<file path="src/hdl/hocc_ram.sv">
// Generic simple dual-port RAM: one write port, one read port with registered data.
module hocc_ram #(
    parameter int WIDTH = 8,
    parameter int DEPTH = 16
) (
    input  logic                     i_clk,
    input  logic                     i_we,
    input  logic [$clog2(DEPTH)-1:0] i_waddr,
    input  logic [WIDTH-1:0]         i_wdata,
    input  logic [$clog2(DEPTH)-1:0] i_raddr,
    output logic [WIDTH-1:0]         o_rdata
);

    logic [WIDTH-1:0] r_mem [DEPTH];
    logic [WIDTH-1:0] r_rdata;

    always_ff @(posedge i_clk) begin
        if (i_we) begin
            r_mem[i_waddr] <= i_wdata;
        end
        r_rdata <= r_mem[i_raddr];
    end

    assign o_rdata = r_rdata;

endmodule

</file>
<file path="config.mk">
export PLATFORM = sky130hd
export DESIGN_NAME = hocc_ram
export DESIGN_NICKNAME = d
export VERILOG_FILES = /design/src/hdl/hocc_ram.sv
export SDC_FILE = /design/constraint.sdc
export NUM_CORES = 1
export LEC_CHECK = 0
export BUFFER_PORTS_ARGS = -buffer_cell sky130_fd_sc_hd__buf_2
export CORE_UTILIZATION = 35
export CTS_BUF_LIST = sky130_fd_sc_hd__clkbuf_8
export DETAILED_ROUTE_END_ITERATION = 8
export GPL_ROUTABILITY_DRIVEN = 1
export PLACE_DENSITY_LB_ADDON = 0.3
export SLEW_MARGIN = 20
export SYNTH_ARGS = -nofsm -noshare
export SYNTH_HDL_FRONTEND = slang
export SYNTH_SLANG_ARGS = --single-unit
</file>
<file path="constraint.sdc">
create_clock -name i_clk -period 2.3 [get_ports i_clk]
set_clock_uncertainty 0.2 [all_clocks]
set_input_delay 0.115 -clock i_clk [delete_from_list [all_inputs] [get_ports i_clk]]
set_output_delay 0.115 -clock i_clk [all_outputs]
set_load 0.05 [all_outputs]
</file>
# Yosys cells after proc, flatten, opt, wreduce, memory -nomap -nowiden
# Memories as Yosys holds them, arrays and structs flattened. A register that Yosys moved wholly into a read port is not among the register bits.
# Index checks and enable logic that the tools add are counted.
# op_classes
mux	2
# op_table
op	n
$mux W1	2
# word_totals
out_inout_bits	8
ramBits	128
register_bits	0
wordCells	3
mem_count	1
# mem_list
memory	words	word_bits	rd	rd_ports_with_merged_regs	write_ports	line	rtl
r_mem	16	8	1	1	1	14	logic [WIDTH-1:0] r_mem [DEPTH];

# Logic depth before layout (Yosys ltp)
# Gate-level depths: netlist of run 1.
# logic_depth
ltp_word	2
depth_mapped	5
ltp_nobuf	3

# Worst setup path after synthesis of run 1
# Ideal clock, no wire load.
# synth_path
kind	input-to-reg
startpoint	in i_waddr[2]
endpoint	mem r_mem[0][0], enable pin
n_path_buf	0
stages	2
path_slack_ps	492
arrival_time_ps	1225
setup_ps	383
path_cell_list	or3b_2 nor3_1
# synth_rtl
element	line	rtl
from (decl)	8	input logic [$clog2(DEPTH)-1:0] i_waddr,
to (decl)	14	
# Straight into the memory's write port.

# Final worst setup path of run 1
# layout_path
startpoint	in i_waddr[3]
endpoint	mem r_mem[3][2], enable pin
# Straight into the memory's write port.

==> flow_summary.toml, run 1 <==
[synthesis]
synth_top_cell_area_share = 0.7467
synthTopCellsByArea = "edfxtp_1 75%, mux4_2 7.9%, mux4_1 7.1%"
yosys_register_bits = 136
synth_area_um2 = 5147
syn_inst = 229
yosys.area.top_type = "edfxtp_1"
avgSynthCellArea_um2 = 22.48
seq_area_frac_synth = 0.7778
synthDistinctLibCells = 19
ys_warn_count = 0
syn-num-nets = 247

[layout]
multi_input_area_um2 = 1060
utilization = 0.4333
final-seq-area_um2 = 4004
fin_cells = 488
final_common_cell = "edfxtp_1"
finalNetCount = 313
area_growth_pct = 18.67
drive_gt1_frac = 0.3084
final_cell_mix = "128 x edfxtp_1, 25 x buf_2, 18 x mux4_2"
diodes = 0
nFillCells = 1267

[setup_path]
cp-end-kind = "flop"
slowest_stage = "dlygate4sd3_1"
r2r_start = "r_mem[7][7]"
crit_top_cell = "dlygate4sd3_1"
r2r_setup_slack_ns = 0.77
cp_max_fo = 7
crit_arrival_ns = 2.18
path_cells = "dlygate4sd3_1, buf_2, or3b_2, dlygate4sd3_1, nor2_2, buf_6"
startpoint = "i_waddr[3]"
cp-start-kind = "input pin"
criticalPathCategory = "input pin to flop"
crit_required_ns = 2.25
crit_path_max_incr_delay_ns = 0.60

[cts]
cts-buffers-inserted = 17
cts_tree = "done"
clock_sinks = 136
path_clk_slew_ns = 0.07
cts_setup_buffers = 0
insertion_delay_ns = 0.44
clockRootBuffer = "clkbuf_8"
clockBufferDepth = 2
cts.htree.levels = 4

[placed_design]
hpwlAfterDp_mm = 6.567
dp_slack_ns = 0.4935
port_buffers = 25
dp.cells = 444
gp_congestion = 0.7057

[die]
dieArea_um2 = 15200
dieHeight_um = 123.3
fp.coreArea_um2 = 14100
die_width_um = 123.3
start_util = 0.3652
io_pins = 26
rows = 43

[grt]
grt_start_max_net_pins = 31
grt_pass1_wl_mm = 15.55
first_global_vias = 2620
overflow = 0
track_usage = 0.1504
antenna_found_initial = 0

[worst_hold_path]
hold_class = "input pin to flop"
hp-start = "i_waddr[0]"

[sta]
rsz0062_at_grt = "false"
drv_slew = 0
timing.final.ws_setup_ns = 0.06952
finalSetupTns_ns = 0
worst_slew_pin_slew_ns = 0.4375
hold_viol = 0
setup_viol = 0
period_minus_slack_ns = 2.230
finalCritPeriodShare = 0.9698
slew_headroom = 0.7084
clock.fmax_mhz = 448.3

[drt]
vias_per_cell = 5.037
drt_iter0_drc = 138
wl_per_cell_um = 20.82
drcViolationCount = 0
drt_first_pass_iters = 4
num_vias = 2458
wirelength_mm = 10.16
antenna_left = 0

[run]
cap_violations = 0

[status]
outcome = "completed"

[power_and_ir_drop]
p_per_area_nw_per_um2 = 825.3
leakagePower_uw = 0.002052
finalPower_uw = 5041
ir_drop_uv = 437.0
per-stage QoR:
| step | cell area, um^2 | hold slack (ns) |
|---|---|---|
| global placement | 5587 | 0.3001 |
| global route | 6108 | 0.03650 |
| detailed placement | 5587 | 0.3147 |
| finish | 6108 | 0.04014 |
| floorplan | 5147 | 0.01387 |
| CTS | 6102 | 0.007628 |
registers in the layout, indices dropped and copies added (netlist names):
signal   count
r_mem      128
o_rdata      8
layer usage:
layer  global-route usage  share of wire  wire length (um)
met1               0.2019           0.46              4630
met2               0.2277           0.48              4884
met3              0.04059          0.039               400
met4              0.07154          0.024               244
met5                    0              0                 0
kinds of logic (layout without fill, tap and decap cells):
family                 count (synthesis)  after routing  share of synthesized area
DFF                                  136            136                     0.7778
muxes                                 32             32                     0.1502
and+or+nand+nor                       35             35                    0.03184
AOI/OAI and AO/OA                     16             16                    0.02334
buffers and inverters                 10             89                    0.01677
synth_stat cells (all sizes together):
| cell | instances |
|---|---|
| a22oi | 16 |
| nand2b | 2 |
| dfxtp | 8 |
| nor2 | 13 |
| nor3 | 4 |
| edfxtp | 128 |
| nand3b | 2 |
| nand2 | 9 |
| nor2b | 1 |
| mux4 | 32 |
| or3b | 1 |
| and2b | 1 |
| clkdlybuf4s25 | 3 |
| and2 | 1 |
| nand3 | 1 |
| buf | 7 |
critical path: cells and delay by family:
family,cells,cell delay (ns)
buf+inv,4,1.43
simple gates,2,0.63
worst paths after layout:
path,end,cells past startpoint
worst max-delay path,r_mem[3][2],6
worst max register to register,o_rdata[7],3
worst min register to register,o_rdata[4],3
worst min-delay path,r_mem[0][0],3
what timing repair did:
| item | 4_1_cts | 5_1_grt |
|---|---|---|
| resized for setup | 0 | 2 |
| hold endpoints to repair | 129 | 0 |
| hold buffers | 12 | 0 |
| setup endpoints to repair | 0 | 7 |
area by class of cell:
| type | instances | share of cell area |
|---|---|---|
| flip-flops and latches | 136 | 0.6555 |
| multi-input cells | 83 | 0.1735 |
| repair buffers | 57 | 0.06944 |
| clock buffers | 17 | 0.03830 |
| well taps | 180 | 0.03687 |
| clock inverters | 15 | 0.02642 |
where the power goes:
group	internal (uW)	leakage (uW)	switching (uW)
sequential	2770	0.00122	17.7
combinational	126	0.000633	203
clock	1050	0.000196	875
total	3950	0.00205	1100
Power figures use the tool's default switching activity.
==> run 2: changes to the inputs <==
REMOVE_ABC_BUFFERS = 1   (was default)
clock period = 2.39 ns   (was 2.3 ns; I/O delays follow)
==> run 2 against run 1 <==
Sequential share of layout area unchanged. Via count down 0.12%. Critical endpoint is now r_mem[2][1]. Clock-buffer cell count unchanged. Sequential cell count unchanged. Critical path depth down 2. Largest cell class unchanged. First-iteration DRC count up 26%.
==> flow_summary.toml, run 2 (same netlist as run 1, synthesis figures left out) <==
[power_and_ir_drop]
power_frac_comb = 0.061
finalPower_uw = 5056
leakagePower_uw = 0.002059
p_int_uw = 4004
ir_drop_uv = 396.4
pwr-share-clk = 0.409
switching_power_uw = 1052
switching_share = 0.2081
p_per_area_nw_per_um2 = 827.8
sequentialPowerShare = 0.530

[sta]
setup_viol = 0
rsz0062_at_grt = "false"
finalCritPeriodShare = 0.7606
hold_viol = 0
clock.fmax_mhz = 550.1
worst_slew_pin_slew_ns = 0.8128
finalSetupTns_ns = 0
period_minus_slack_ns = 1.818
drv_slew = 0
slew_headroom = 0.4562

[setup_path]
crit_required_ns = 2.25
cp-end-kind = "flop"
r2r_setup_slack_ns = 0.83
crit_arrival_ns = 1.68
regToRegEndpoint = "o_rdata[1]"
cp-start-kind = "input pin"
rr_worst_depth = 3
cp_max_fo = 8
r2r_start = "r_mem[9][1]"
criticalPathCategory = "input pin to flop"

[placed_design]
gp_congestion = 0.7730
hpwlAfterDp_mm = 6.269
place_area_um2 = 5567
port_buffers = 25
dp.cells = 443

[worst_hold_path]
hp-start = "i_waddr[2]"
holdPathEnd = "r_mem[1][3]"
hold_class = "input pin to flop"
whs_path_depth = 3

[layout]
diodes = 0
final_cell_mix = "128 x edfxtp_1, 25 x buf_2, 18 x mux4_2, 18 x buf_4, 17 x clkbuf_8"
drive_gt1_frac = 0.2984
area_growth_pct = 18.67
final_common_cell = "edfxtp_1"
largest_reg_flops = 128
final_area_um2 = 6108
regMostFlops = "r_mem"
finalNetCount = 310
fin_cells = 485

[cts]
post_cts_resized = 0
path_clk_slew_ns = 0.07
clockRootBuffer = "clkbuf_8"
insertion_delay_ns = 0.43
cts.htree.levels = 4
cts-buffers-inserted = 17
clock_sinks = 136
cts_tree = "done"
clockBufferDepth = 2

[grt]
overflow = 0
grt_pass1_wl_mm = 14.88
track_usage = 0.1433
first_global_vias = 2464
antenna_found_initial = 0
grt_start_max_net_pins = 33

[die]
rows = 43
fp.coreArea_um2 = 14100
start_util = 0.3652
io_pins = 26
dieHeight_um = 123.3
die_width_um = 123.3
dieArea_um2 = 15200

[run]
cap_violations = 0

[drt]
antenna_left = 0
drt_iter0_drc = 174
wirelength_mm = 9.777
drt_first_pass_iters = 4
num_vias = 2455
drcViolationCount = 0
vias_per_cell = 5.062
wl_per_cell_um = 20.16

[status]
outcome = "completed"
[run 2: cell types whose count changed in the layout (fill, tap and decap cells not counted)]
cell and delta:
buf_12 -1, clkinv_2 -3, bufinv_16 +2, nor2_2 -1, buf_4 +1, buf_6 -1, clkinv_4 +1, nor2_1 +1
dlygate4sd3_1 -2, inv_1 -1, clkinv_1 +3, clkinvlp_4 -2
[run 2: stage by stage]
| stage | utilization | setup WS [ns] | hold WS [ns] |
|---|---|---|---|
| finish | 0.4333 | 0.5721 | 0.03931 |
| CTS | 0.4333 | 0.5609 | 0.02198 |
| detailed placement | 0.3949 | 0.3874 | 0.3235 |
| global placement | 0.3949 | 0.4182 | 0.3055 |
| global route | 0.4333 | 0.5031 | 0.04930 |
| floorplan | - | 0.5776 | 0.01837 |
[run 2: layout make-up]
class | instances | area [um^2]
flip-flops and latches | 136 | 4004
clock inverters | 15 | 207.7
repair buffers | 54 | 380.4
fillers | 1257 | 7988
multi-input cells | 83 | 1057
clock buffers | 17 | 234.0
well taps | 180 | 225.2
[run 2: layer usage]
layer	share of wire	vias to the layer above	GRT usage
met5	0	-	0
met4	0.0081	0	0.04593
met1	0.48	1285	0.2012
li1	-	1101	-
met2	0.47	62	0.2172
met3	0.046	7	0.03875
[run 2: how the worst max path moves through the flow]
stage	start	to	cells after the start
floorplan	i_waddr[2]	r_mem[0][0]	2
global placement	i_waddr[2]	r_mem[2][1]	3
detailed placement	i_waddr[2]	r_mem[2][1]	3
CTS	i_waddr[0]	r_mem[2][1]	4
global route	i_waddr[0]	r_mem[2][3]	4
finish	i_waddr[0]	r_mem[2][1]	4
[run 2: worst max-delay path, stage by stage]
cell and delay (ns):
dlygate4sd3_1 0.52, buf_2 0.17, nand2b_1 0.21, nor2_1 0.66
[run 2: what timing repair did]
action                    4_1_cts  5_1_grt
buffers inserted                0        0
hold endpoints to repair      130        0
hold buffers                   10        0
[run 2: power groups by stage]
stage               Clock [uW]  Combinational [uW]  Sequential (uW)
finish                    2070                 309             2680
global route              2210                 333             2680
CTS                       2100                 315             2680
detailed placement           0                 303             2730
global placement             0                 299             2730
floorplan                    0                 107             2780
